<file path="config.mk">
export PLATFORM = sky130hd
export DESIGN_NAME = char_lcd_nibble_writer_unit_flat
export DESIGN_NICKNAME = d
export VERILOG_FILES = /design/src/hdl/clnw_pkg.sv /design/src/hdl/clnw_req_if.sv /design/src/hdl/clnw_xfer_if.sv /design/src/hdl/char_lcd_nibble_writer_unit.sv /design/src/flat_wrapper.sv
export VERILOG_INCLUDE_DIRS = /design/src /design/src/hdl
export SDC_FILE = /design/constraint.sdc
export NUM_CORES = 1
export LEC_CHECK = 0
export CAP_MARGIN = 20
export CORE_UTILIZATION = 30
export CTS_BUF_LIST = sky130_fd_sc_hd__clkbuf_4
export DETAILED_ROUTE_END_ITERATION = 10
export DONT_BUFFER_PORTS = 1
export HOLD_SLACK_MARGIN = 0.15
export PLACE_DENSITY = 0.53
export REMOVE_ABC_BUFFERS = 1
export SLEW_MARGIN = 40
export SYNTH_ARGS = -nofsm -noshare
export SYNTH_HDL_FRONTEND = slang
export SYNTH_SLANG_ARGS = --single-unit
</file>
<file path="constraint.sdc">
create_clock -name clk -period 2.36 [get_ports clk]
set_input_delay 0.708 -clock clk [delete_from_list [all_inputs] [get_ports clk]]
set_output_delay 0.708 -clock clk [all_outputs]
set_load 0.01 [all_outputs]
</file>
<file path="src/hdl/char_lcd_nibble_writer_unit_assert.svh">
// assertion shorthands, sampled on clk and quiet while arst_n is low
`ifndef CHAR_LCD_NIBBLE_WRITER_UNIT_ASSERT_SVH
`define CHAR_LCD_NIBBLE_WRITER_UNIT_ASSERT_SVH

// same-cycle implication
`define CLNW_CHECK(label, ante, cons) \
	label: assert property (@(posedge clk) disable iff (!arst_n) (ante) |-> (cons)) \
	else $error("clnw check failed");

// next-cycle implication
`define CLNW_CHECK_NEXT(label, ante, cons) \
	label: assert property (@(posedge clk) disable iff (!arst_n) (ante) |=> (cons)) \
	else $error("clnw next-cycle check failed");

`endif

</file>
<file path="src/hdl/clnw_pkg.sv">
package clnw_pkg;

	localparam int LINE_CHARS_DEF = 16;
	localparam int INIT_LEN       = 14;
	localparam int IDX_W          = 4;

	typedef logic [IDX_W-1:0] idx_t;

	// request kinds
	localparam logic [1:0] KIND_INIT = 2'd0;
	localparam logic [1:0] KIND_MSG  = 2'd1;
	localparam logic [1:0] KIND_CHAR = 2'd2;

	// line codes held in the line register
	localparam logic [1:0] LINE_NONE = 2'd0;
	localparam logic [1:0] LINE_ONE  = 2'd1;
	localparam logic [1:0] LINE_TWO  = 2'd2;

	// set-DDRAM-address command bases
	localparam logic [7:0] CMD_LINE1 = 8'h80;
	localparam logic [7:0] CMD_LINE2 = 8'hC0;

	typedef enum logic [1:0] {
		RUN_INIT,
		RUN_ADDR,
		RUN_CHAR,
		RUN_WRAP
	} run_mode_t;

	function automatic logic [3:0] init_nibble(input idx_t idx);
		logic [3:0] n;
		case (idx)
			4'd0, 4'd1, 4'd2: n = 4'h3;
			4'd3, 4'd4:       n = 4'h2;
			4'd5, 4'd7:       n = 4'h8;
			4'd9:             n = 4'h1;
			4'd11:            n = 4'h6;
			4'd13:            n = 4'hF;
			default:          n = 4'h0;
		endcase
		return n;
	endfunction

	function automatic logic [15:0] init_wait(input idx_t idx);
		logic [15:0] w;
		case (idx)
			4'd0, 4'd6:                         w = 16'd50000;
			4'd1:                               w = 16'd5000;
			4'd2, 4'd3, 4'd4, 4'd8, 4'd10, 4'd12: w = 16'd200;
			default:                            w = 16'd0;
		endcase
		return w;
	endfunction

	function automatic idx_t last_idx(input run_mode_t mode);
		idx_t l;
		case (mode)
			RUN_INIT: l = idx_t'(INIT_LEN - 1);
			RUN_WRAP: l = idx_t'(3);
			default:  l = idx_t'(1);
		endcase
		return l;
	endfunction

endpackage

</file>
<file path="src/hdl/clnw_req_if.sv">
interface clnw_req_if;
	logic       valid;
	logic       ready;
	logic [1:0] kind;
	logic [1:0] line_select;
	logic [3:0] start_column;
	logic [7:0] char_code;

	modport source (output valid, kind, line_select, start_column, char_code, input ready);
	modport sink (input valid, kind, line_select, start_column, char_code, output ready);
endinterface

</file>
<file path="src/hdl/clnw_xfer_if.sv">
interface clnw_xfer_if;
	logic        valid;
	logic        ready;
	logic [3:0]  nibble;
	logic        register_select;
	logic [15:0] extra_wait_us;
	logic        last_of_run;

	modport source (output valid, nibble, register_select, extra_wait_us, last_of_run,
		input ready);
	modport sink (input valid, nibble, register_select, extra_wait_us, last_of_run,
		output ready);
endinterface

</file>
<file path="src/hdl/char_lcd_nibble_writer_unit.sv">
// Nibble sequencer for a two-line character LCD on a 4-bit bus.
// req (sink): one request word per handshake: kind 0 runs the 14-nibble
//   power-up sequence, kind 1 opens a message at line_select/start_column,
//   kind 2 writes char_code into the open message; kind 3 is ignored.
// xfer (source): one word per enable pulse: nibble for DB7..DB4, register
//   select, extra wait in microseconds, and last_of_run on the final word
//   of each request.
// Flow: a request is loaded into the run register when it is taken, and its
//   words pass from there to the output register. Words leave one per cycle
//   while the output is not stalled; a request holds the block until its last
//   word moves out: 14 words for init, 2 for a message start or character,
//   4 for a character that wraps to line 2. Requests with no words (character
//   with no message or past line 2, kind 3) leave the run register empty.
//   The run register and the word index that steps through it set this rate.
// A new request is taken in the cycle the last word of the previous one
//   moves into the output register, so runs follow each other with no gap.
// Reset clears the line and column state and empties both registers.
// While xfer.ready is low, a word in the output register holds and the
//   sequencer waits; req.ready is low during a run until its last word moves out.
`include "char_lcd_nibble_writer_unit_assert.svh"

module char_lcd_nibble_writer_unit #(
	parameter int LINE_CHARS = clnw_pkg::LINE_CHARS_DEF
) (
	input  logic         clk,
	input  logic         arst_n,
	clnw_req_if.sink     req,
	clnw_xfer_if.source  xfer
);

	localparam int CW = $clog2(LINE_CHARS + 1);
	localparam logic [CW-1:0] LAST_COL = CW'(LINE_CHARS - 1);
	localparam logic [CW-1:0] FULL_COL = CW'(LINE_CHARS);

	// message state
	logic [1:0]    line_q;
	logic [CW-1:0] col_q;

	// run register
	logic                valid_s1;
	clnw_pkg::run_mode_t mode_s1;
	logic [7:0]          cmd_s1;
	logic [7:0]          char_s1;
	clnw_pkg::idx_t      idx_s1;

	// output register
	logic        valid_s2;
	logic [3:0]  nibble_s2;
	logic        rs_s2;
	logic [15:0] wait_s2;
	logic        last_s2;

	logic                adv;
	logic                is_last;
	logic                acc;
	logic                go;
	logic                state_we;
	clnw_pkg::run_mode_t mode_d;
	logic [7:0]          cmd_d;
	logic [1:0]          line_d;
	logic [CW-1:0]       col_d;
	logic [CW-1:0]       scol_ext;
	logic [CW-1:0]       scol_sat;
	logic [3:0]          nib_r;
	logic                rs_r;
	logic [15:0]         wait_r;

	assign adv      = !valid_s2 || xfer.ready;
	assign is_last  = (idx_s1 == clnw_pkg::last_idx(mode_s1));
	assign req.ready = !valid_s1 || (adv && is_last);
	assign acc      = req.valid && req.ready;

	assign scol_ext = CW'(req.start_column);
	assign scol_sat = (scol_ext > LAST_COL) ? LAST_COL : scol_ext;

	// decode of the request against the message state
	always_comb begin
		go       = 1'b0;
		state_we = 1'b0;
		mode_d   = clnw_pkg::RUN_CHAR;
		cmd_d    = clnw_pkg::CMD_LINE2;
		line_d   = line_q;
		col_d    = col_q;
		case (req.kind)
			clnw_pkg::KIND_INIT: begin
				go       = 1'b1;
				state_we = 1'b1;
				mode_d   = clnw_pkg::RUN_INIT;
				line_d   = clnw_pkg::LINE_NONE;
				col_d    = '0;
			end
			clnw_pkg::KIND_MSG: begin
				go       = 1'b1;
				state_we = 1'b1;
				mode_d   = clnw_pkg::RUN_ADDR;
				if (req.line_select == clnw_pkg::LINE_TWO) begin
					line_d = clnw_pkg::LINE_TWO;
					cmd_d  = {clnw_pkg::CMD_LINE2[7:4], scol_sat[3:0]};
				end else begin
					line_d = clnw_pkg::LINE_ONE;
					cmd_d  = {clnw_pkg::CMD_LINE1[7:4], scol_sat[3:0]};
				end
				col_d = scol_sat;
			end
			clnw_pkg::KIND_CHAR: begin
				if (line_q != clnw_pkg::LINE_NONE) begin
					if (col_q >= FULL_COL) begin
						// line 1 full: re-address to line 2, column 0 first
						if (line_q != clnw_pkg::LINE_TWO) begin
							go       = 1'b1;
							state_we = 1'b1;
							mode_d   = clnw_pkg::RUN_WRAP;
							line_d   = clnw_pkg::LINE_TWO;
							col_d    = CW'(1);
						end
					end else begin
						go       = 1'b1;
						state_we = 1'b1;
						mode_d   = clnw_pkg::RUN_CHAR;
						col_d    = col_q + CW'(1);
					end
				end
			end
			default: begin
			end
		endcase
	end

	// word selected by the run index
	always_comb begin
		nib_r  = 4'h0;
		rs_r   = 1'b0;
		wait_r = 16'd0;
		case (mode_s1)
			clnw_pkg::RUN_INIT: begin
				nib_r  = clnw_pkg::init_nibble(idx_s1);
				wait_r = clnw_pkg::init_wait(idx_s1);
			end
			clnw_pkg::RUN_ADDR: begin
				nib_r = idx_s1[0] ? cmd_s1[3:0] : cmd_s1[7:4];
			end
			clnw_pkg::RUN_CHAR: begin
				nib_r = idx_s1[0] ? char_s1[3:0] : char_s1[7:4];
				rs_r  = 1'b1;
			end
			clnw_pkg::RUN_WRAP: begin
				if (idx_s1[1]) begin
					nib_r = idx_s1[0] ? char_s1[3:0] : char_s1[7:4];
					rs_r  = 1'b1;
				end else begin
					nib_r = idx_s1[0] ? cmd_s1[3:0] : cmd_s1[7:4];
				end
			end
			default: begin
			end
		endcase
	end

	always_ff @(posedge clk or negedge arst_n) begin
		if (!arst_n) begin
			line_q   <= clnw_pkg::LINE_NONE;
			col_q    <= '0;
			valid_s1 <= 1'b0;
			idx_s1   <= '0;
			valid_s2 <= 1'b0;
		end else begin
			if (acc && state_we) begin
				line_q <= line_d;
				col_q  <= col_d;
			end
			if (acc) begin
				valid_s1 <= go;
				idx_s1   <= '0;
			end else if (valid_s1 && adv) begin
				// run ends once its last word has moved out
				if (is_last) begin
					valid_s1 <= 1'b0;
				end else begin
					idx_s1 <= idx_s1 + clnw_pkg::idx_t'(1);
				end
			end
			if (adv) begin
				valid_s2 <= valid_s1;
			end
		end
	end

	always_ff @(posedge clk) begin
		if (acc && go) begin
			mode_s1 <= mode_d;
			cmd_s1  <= cmd_d;
			char_s1 <= req.char_code;
		end
		if (adv && valid_s1) begin
			nibble_s2 <= nib_r;
			rs_s2     <= rs_r;
			wait_s2   <= wait_r;
			last_s2   <= is_last;
		end
	end

	assign xfer.valid           = valid_s2;
	assign xfer.nibble          = nibble_s2;
	assign xfer.register_select = rs_s2;
	assign xfer.extra_wait_us   = wait_s2;
	assign xfer.last_of_run     = last_s2;

	`CLNW_CHECK(a_idx_in_run, valid_s1, idx_s1 <= clnw_pkg::last_idx(mode_s1))
	`CLNW_CHECK(a_col_range, 1'b1, col_q <= FULL_COL)
	`CLNW_CHECK(a_idle_col, line_q == clnw_pkg::LINE_NONE, col_q == '0)
	`CLNW_CHECK(a_take_on_last, acc && valid_s1, adv && is_last)
	`CLNW_CHECK_NEXT(a_last_out, valid_s1 && adv && is_last, valid_s2 && last_s2)

endmodule

</file>
<file path="src/flat_wrapper.sv">
// flat-port wrapper written by rule: the top's interface ports become plain ports
module char_lcd_nibble_writer_unit_flat 
#(
	parameter int LINE_CHARS = clnw_pkg::LINE_CHARS_DEF
)
  (clk, arst_n, req_valid, req_kind, req_line_select, req_start_column, req_char_code, req_ready, xfer_valid, xfer_nibble, xfer_register_select, xfer_extra_wait_us, xfer_last_of_run, xfer_ready);
  clnw_req_if req_i ();
  clnw_xfer_if xfer_i ();
  input  logic clk;
  input  logic arst_n;
  input wire logic [$bits(req_i.valid)-1:0] req_valid;
  input wire logic [$bits(req_i.kind)-1:0] req_kind;
  input wire logic [$bits(req_i.line_select)-1:0] req_line_select;
  input wire logic [$bits(req_i.start_column)-1:0] req_start_column;
  input wire logic [$bits(req_i.char_code)-1:0] req_char_code;
  output wire logic [$bits(req_i.ready)-1:0] req_ready;
  output wire logic [$bits(xfer_i.valid)-1:0] xfer_valid;
  output wire logic [$bits(xfer_i.nibble)-1:0] xfer_nibble;
  output wire logic [$bits(xfer_i.register_select)-1:0] xfer_register_select;
  output wire logic [$bits(xfer_i.extra_wait_us)-1:0] xfer_extra_wait_us;
  output wire logic [$bits(xfer_i.last_of_run)-1:0] xfer_last_of_run;
  input wire logic [$bits(xfer_i.ready)-1:0] xfer_ready;
  assign req_i.valid = req_valid;
  assign req_i.kind = req_kind;
  assign req_i.line_select = req_line_select;
  assign req_i.start_column = req_start_column;
  assign req_i.char_code = req_char_code;
  assign req_ready = req_i.ready;
  assign xfer_valid = xfer_i.valid;
  assign xfer_nibble = xfer_i.nibble;
  assign xfer_register_select = xfer_i.register_select;
  assign xfer_extra_wait_us = xfer_i.extra_wait_us;
  assign xfer_last_of_run = xfer_i.last_of_run;
  assign xfer_i.ready = xfer_ready;
  char_lcd_nibble_writer_unit #(.LINE_CHARS(LINE_CHARS)) u_core (.clk(clk), .arst_n(arst_n), .req(req_i), .xfer(xfer_i));
endmodule
</file>
After elaboration in Yosys (flattened, before gate mapping)
Memories as Yosys holds them, arrays and structs flattened. A register that Yosys moved wholly into a read port is not among the register bits. Cells that the tools add are included.

$add $sub $neg: 2. Order comparisons: 2. Equal/unequal tests: 13. Mux-type cells: 32. Reduce and logical (&&, ||, !) cells: 20.

Operators with widths (number): 4-bit 2-to-1 mux (7); 4-bit case mux with 4 select lines (1); 5-bit 2-to-1 mux (3); 5-bit case mux with 3 select lines (1); 2-bit case mux with 3 select lines (2); 2-bit 2-to-1 mux (5); 1-bit 2-to-1 mux (9); 2-bit == test, second input constant (4); 4-bit case mux with 2 select lines (1); 7-bit 2-to-1 mux (1); 2-bit by 1-bit != test with 1-bit output, second input constant (3); 2-bit nonzero test (3); 5-bit by 1-bit adder with 5-bit output, second input constant (1); 5-bit >= comparator, second input constant (1); 5-bit AND reduction (1); 4-bit by 1-bit adder with 4-bit output, second input constant (1); 2-bit by 1-bit == test with 1-bit output, second input constant (2); 4-bit == test (1); 4-bit > comparator, second input constant (1); 1-bit logical AND (4); 2-bit logical NOT (2); 2-bit != test, second input constant (2); 1-bit case mux with 2 select lines (2); 2-bit AND reduction (2); other kinds (6) (9).

Bits in registers: 53. ROM bits: 208. Bits of input ports: 20. Output and inout port bits: 24. Word-level logic and storage cells: 83. Memories: 2.

Memory list: (no name shown) (depth 16, bits a word 9, read ports 1, clocked after Yosys merged registers in 1, write ports 0, line clnw_pkg.sv:46) `case (idx)`; (no name shown) (depth 16, bits a word 4, read ports 1, clocked after Yosys merged registers in 0, write ports 0, line clnw_pkg.sv:32) `case (idx)`.

Longest topological paths before layout
Word-level depth: 8. Gate-level depth with buffers: 10. Mapped depth without buffers: 9.

Least setup slack after synthesis
Ideal clock, no wire load.

Kind: register to output. Start: register u_core.mode_s1[1]. End: output req_ready. Data arrival time: 1.785 ns. Data required time: 1.652 ns. Path slack: -0.133 ns. Cell stages (with the launch flop): 8. Buffers on the path: 1. Path through: edfxtp_1 -> or2_2 -> clkbuf_1 -> inv_1 -> ha_1 -> and3b_2 -> a41oi_4 -> inv_2.

Word-level cells in the longest chain between the ends: 5. Elaborated cells on any way between the ends: 6. Those cells by class: eq/ne (2); mux (1); reduce/logical (3).

RTL lines: from (decl) (line char_lcd_nibble_writer_unit.sv:41) `clnw_pkg::run_mode_t mode_s1;`; from (signal assigned) (line char_lcd_nibble_writer_unit.sv:190) `mode_s1 <= mode_d;`; 2-bit == test / 2-bit logical NOT (equally long branches) (line clnw_pkg.sv:57) `case (mode)`; 4-bit case mux with 2 select lines (*) (line clnw_pkg.sv:57); 4-bit == test (*) (line char_lcd_nibble_writer_unit.sv:69) `assign is_last = (idx_s1 == clnw_pkg::last_idx(mode_s1));`; 1-bit logical AND (*) (line char_lcd_nibble_writer_unit.sv:70) `assign req.ready = !valid_s1 || (adv && is_last);`; 1-bit logical OR (*) (line char_lcd_nibble_writer_unit.sv:70); to (decl) (line flat_wrapper.sv:16) `output wire logic [$bits(req_i.ready)-1:0] req_ready;`.

Every way passes the cells marked *; elsewhere a longest branch is shown, timed or not.

Worst setup path after layout
Start: register u_core.mode_s1[0]. End: output req_ready.

The elaborated chain is that of the path after synthesis.

==> out/metrics.yaml <==
synth.distinct_cells: 49
antenna_found_initial: 0
grt_overflow: 0
syn_area_mm2: 0.00222
gp_congestion: 0.782
p_total_mw: 2.42
cp_slowest_stage_delay_ns: 0.42
coreArea_mm2: 0.00721
syn_avg_cell_area_um2: 10.8
worst_pin_slew_ns: 0.665
synthCells: 205
diodes: 0
synth_top_area_cell: "edfxtp_1"
fin_nets: 268
end_kind: "output pin"
synth_edf_count: 26
clk_latency_ns: 0.35
wire_per_inst_um: 13.2
port_buffers: 0
irDropWorstVdd_uv: 262
required_ns: 1.65
ant_nets: 0
io_pins: 44
grt_pass1_vias: 1510
power_leakage_nw: 1.07
grt_max_degree: 16
grt_usage_pct: 12.6
grt_pass1_wl_um: 7420
yosys_register_bits: 39
tritoncts: "done"
startpoint_type: "flop"
pre_cts_slack_ns: -0.0151
synthTopCellsByArea: "edfxtp_1 35%, dfrtp_1 15%, ha_1 8.5%"
ctsHtreeMaxLevel: 2
areaGrowthSynthToFinish_pct: 17.9
cp_max_fo: 3
cts_sinks: 39
worstSetupPathType: "flop to output pin"
start_util_pct: 30.8
drc_errors: 0
finClkSkew_ns: 0.0108
outcome: "finished with violations"
busiest_layer: "met2"
cp_top_family: "simple AND/OR/NAND/NOR gates"
vias: 1532
yosysWarnings: 0
dr.pass1.iters: 4
cts_buffer_depth: 2
crit_arrival_ns: 1.81
hold_viol: 0
synth_common_cells: "26 x edfxtp_1, 21 x nand2_1, 15 x ha_1, 14 x inv_1, 13 x dfrtp_1"
synth-async-reset-ratio_pct: 33.3
rsz0062_at_grt: "true"
slew_violations: 0
hpwl_um: 3320
post-route-util_pct: 36.3
die_w_um: 88.0
hp-class: "primary input to flop"
finalSetupViolations: 5
fin_crit_sh_pct: 107
powerDensity_mw_per_mm2: 923
grt_use_met2_pct: 20.8
vias_per_cell: 4.60
grtUsageMet3_pct: 3.39
critPathBufInv: 2
drtIter0Drc: 84
die_y_um: 88.0
yosys.area.top_type_share_pct: 35.2
yosysMostFrequentCell: "edfxtp_1"
path_cells: "or2_4 > inv_4 > ha_4 > and3b_2 > a41oi_4 > inv_2"
maxCapViolCount: 0
gr-usage-met1_pct: 16.0
worst_slack_ns: -0.157
synthFlopType: "edfxtp_1"
cts_made_buffers: 5
min_period_ns: 2.52
violations: "negative setup slack"
slowest_stage: "edfxtp_1"
cts_root_buf: "clkbuf_4"
drive_above_1_share_pct: 26.5
row_count: 31
ys_seq_area_share_pct: 49.8
clk_pin_slew_worst_paths_ns: 0.12
fmax_mhz: 397
die-area_mm2: 0.00775
routed_wl_um: 4410
relSlewSlack_pct: 55.5
-- per-layer routing --
metal  wire (µm)  vias up
met5           0        -
met4          64        0
met3         209        7
met2        2120       41
li1            -      769
met1        2020      715
-- what timing repair did --
action | 4_1_cts | 5_1_grt
hold endpoints to repair | 13 | 0
hold buffers | 1 | 0
buffers inserted | 8 | 4
endpoints found under the setup margin | 1 | 21
gates resized for setup | 7 | 3
pin swaps | 4 | 0
-- worst reg2reg max path: stages, from the launching register on --
cell and delay, ns:
edfxtp_1 0.42, buf_6 0.14, and2_4 0.15, ha_4 0.20, and3b_2 0.26, a41oi_4 0.13
buf_4 0.16, buf_6 0.10, buf_4 0.13, a221oi_4 0.18, buf_6 0.17, mux2_4 0.30
-- area by class of cell --
| class | instances | area [µm²] |
|---|---|---|
| repair buffers | 31 | 259 |
| well taps | 99 | 124 |
| clock inverters | 1 | 5.00 |
| flip-flops and latches | 39 | 1110 |
| inverters | 17 | 70.1 |
| fillers | 748 | 4600 |
| multi-input cells | 139 | 1000 |
| clock buffers | 7 | 52.6 |
-- report_power, final --
part | leakage [nW] | internal (mW) | switching [mW]
combinational | 0.625 | 0.414 | 0.560
sequential | 0.413 | 0.942 | 0.145
clock | 0.0361 | 0.139 | 0.216
total | 1.07 | 1.49 | 0.921
-- registers in the layout, summed over array words and instances, names as in the netlist --
signal,flops
u_core.cmd_s1,5
u_core.col_q,5
u_core.line_q,2
u_core.char_s1,8
u_core.valid_s1,1
u_core.idx_s1,4
u_core.xfer.last_of_run,1
u_core.xfer.register_select,1
u_core.xfer.nibble,4
u_core.xfer.valid,1
u_core.xfer.extra_wait_us,5
u_core.mode_s1,2
-- kinds of logic (layout without fill, tap and decap cells) --
| kind of cell | after synthesis | in the layout | share of synthesized area, % |
|---|---|---|---|
| simple gates | 59 | 59 | 13.5 |
| mux | 4 | 4 | 2.03 |
| flops | 39 | 39 | 49.8 |
| compound gates | 53 | 53 | 18.1 |
| xor+xnor | 1 | 1 | 0.394 |
| fa+ha+maj | 15 | 15 | 8.45 |
| buf+inv | 33 | 56 | 7.49 |
| other cells | 1 | 7 | 0.169 |
-- per-stage QoR --
step                      instance area [µm²]  TNS, ns  hold slack (ns)  std cells
after floorplan                          2140  -0.0426            0.412        195
after global placement                   2400        0            0.413        312
after detailed placement                 2400   -0.217            0.413        312
after CTS                                2560   -0.257            0.437        329
after global routing                     2620   -0.858            0.416        333
final                                    2620   -0.296            0.445        333
-- worst paths after layout --
check	startpoint	endpoint	slack, ns	depth (start not counted)
setup / recovery	u_core.mode_s1[0]	req_ready	-0.16	6
hold / removal	req_char_code[3]	u_core.char_s1[3]	0.44	0
setup reg to reg	u_core.mode_s1[0]	u_core.col_q[4]	-0.07	11
hold reg to reg	u_core.line_q[1]	u_core.line_q[1]	0.51	1
max in group asynchronous	arst_n	u_core.idx_s1[0]	1.11	1
min in group asynchronous	arst_n	u_core.idx_s1[1]	0.82	1
-- cells in the final DEF, fill, tap and decap left out, types with 3 or more instances in the layout --
cell and n:
conb_1 7, edfxtp_1 26, inv_1 12, clkbuf_4 7, a31oi_1 3, a21oi_1 9, a22oi_1 3, and2_1 5
o21ai_2 3, inv_2 3, dfrtp_1 13, a32o_1 3, o21ai_0 7, nor2_1 6, mux2i_1 3, nand3_1 8
o21ai_1 7, buf_6 3, ha_1 13, nor2b_1 4, buf_4 26, nand2_1 21
(Power assumes the default switching activity.)
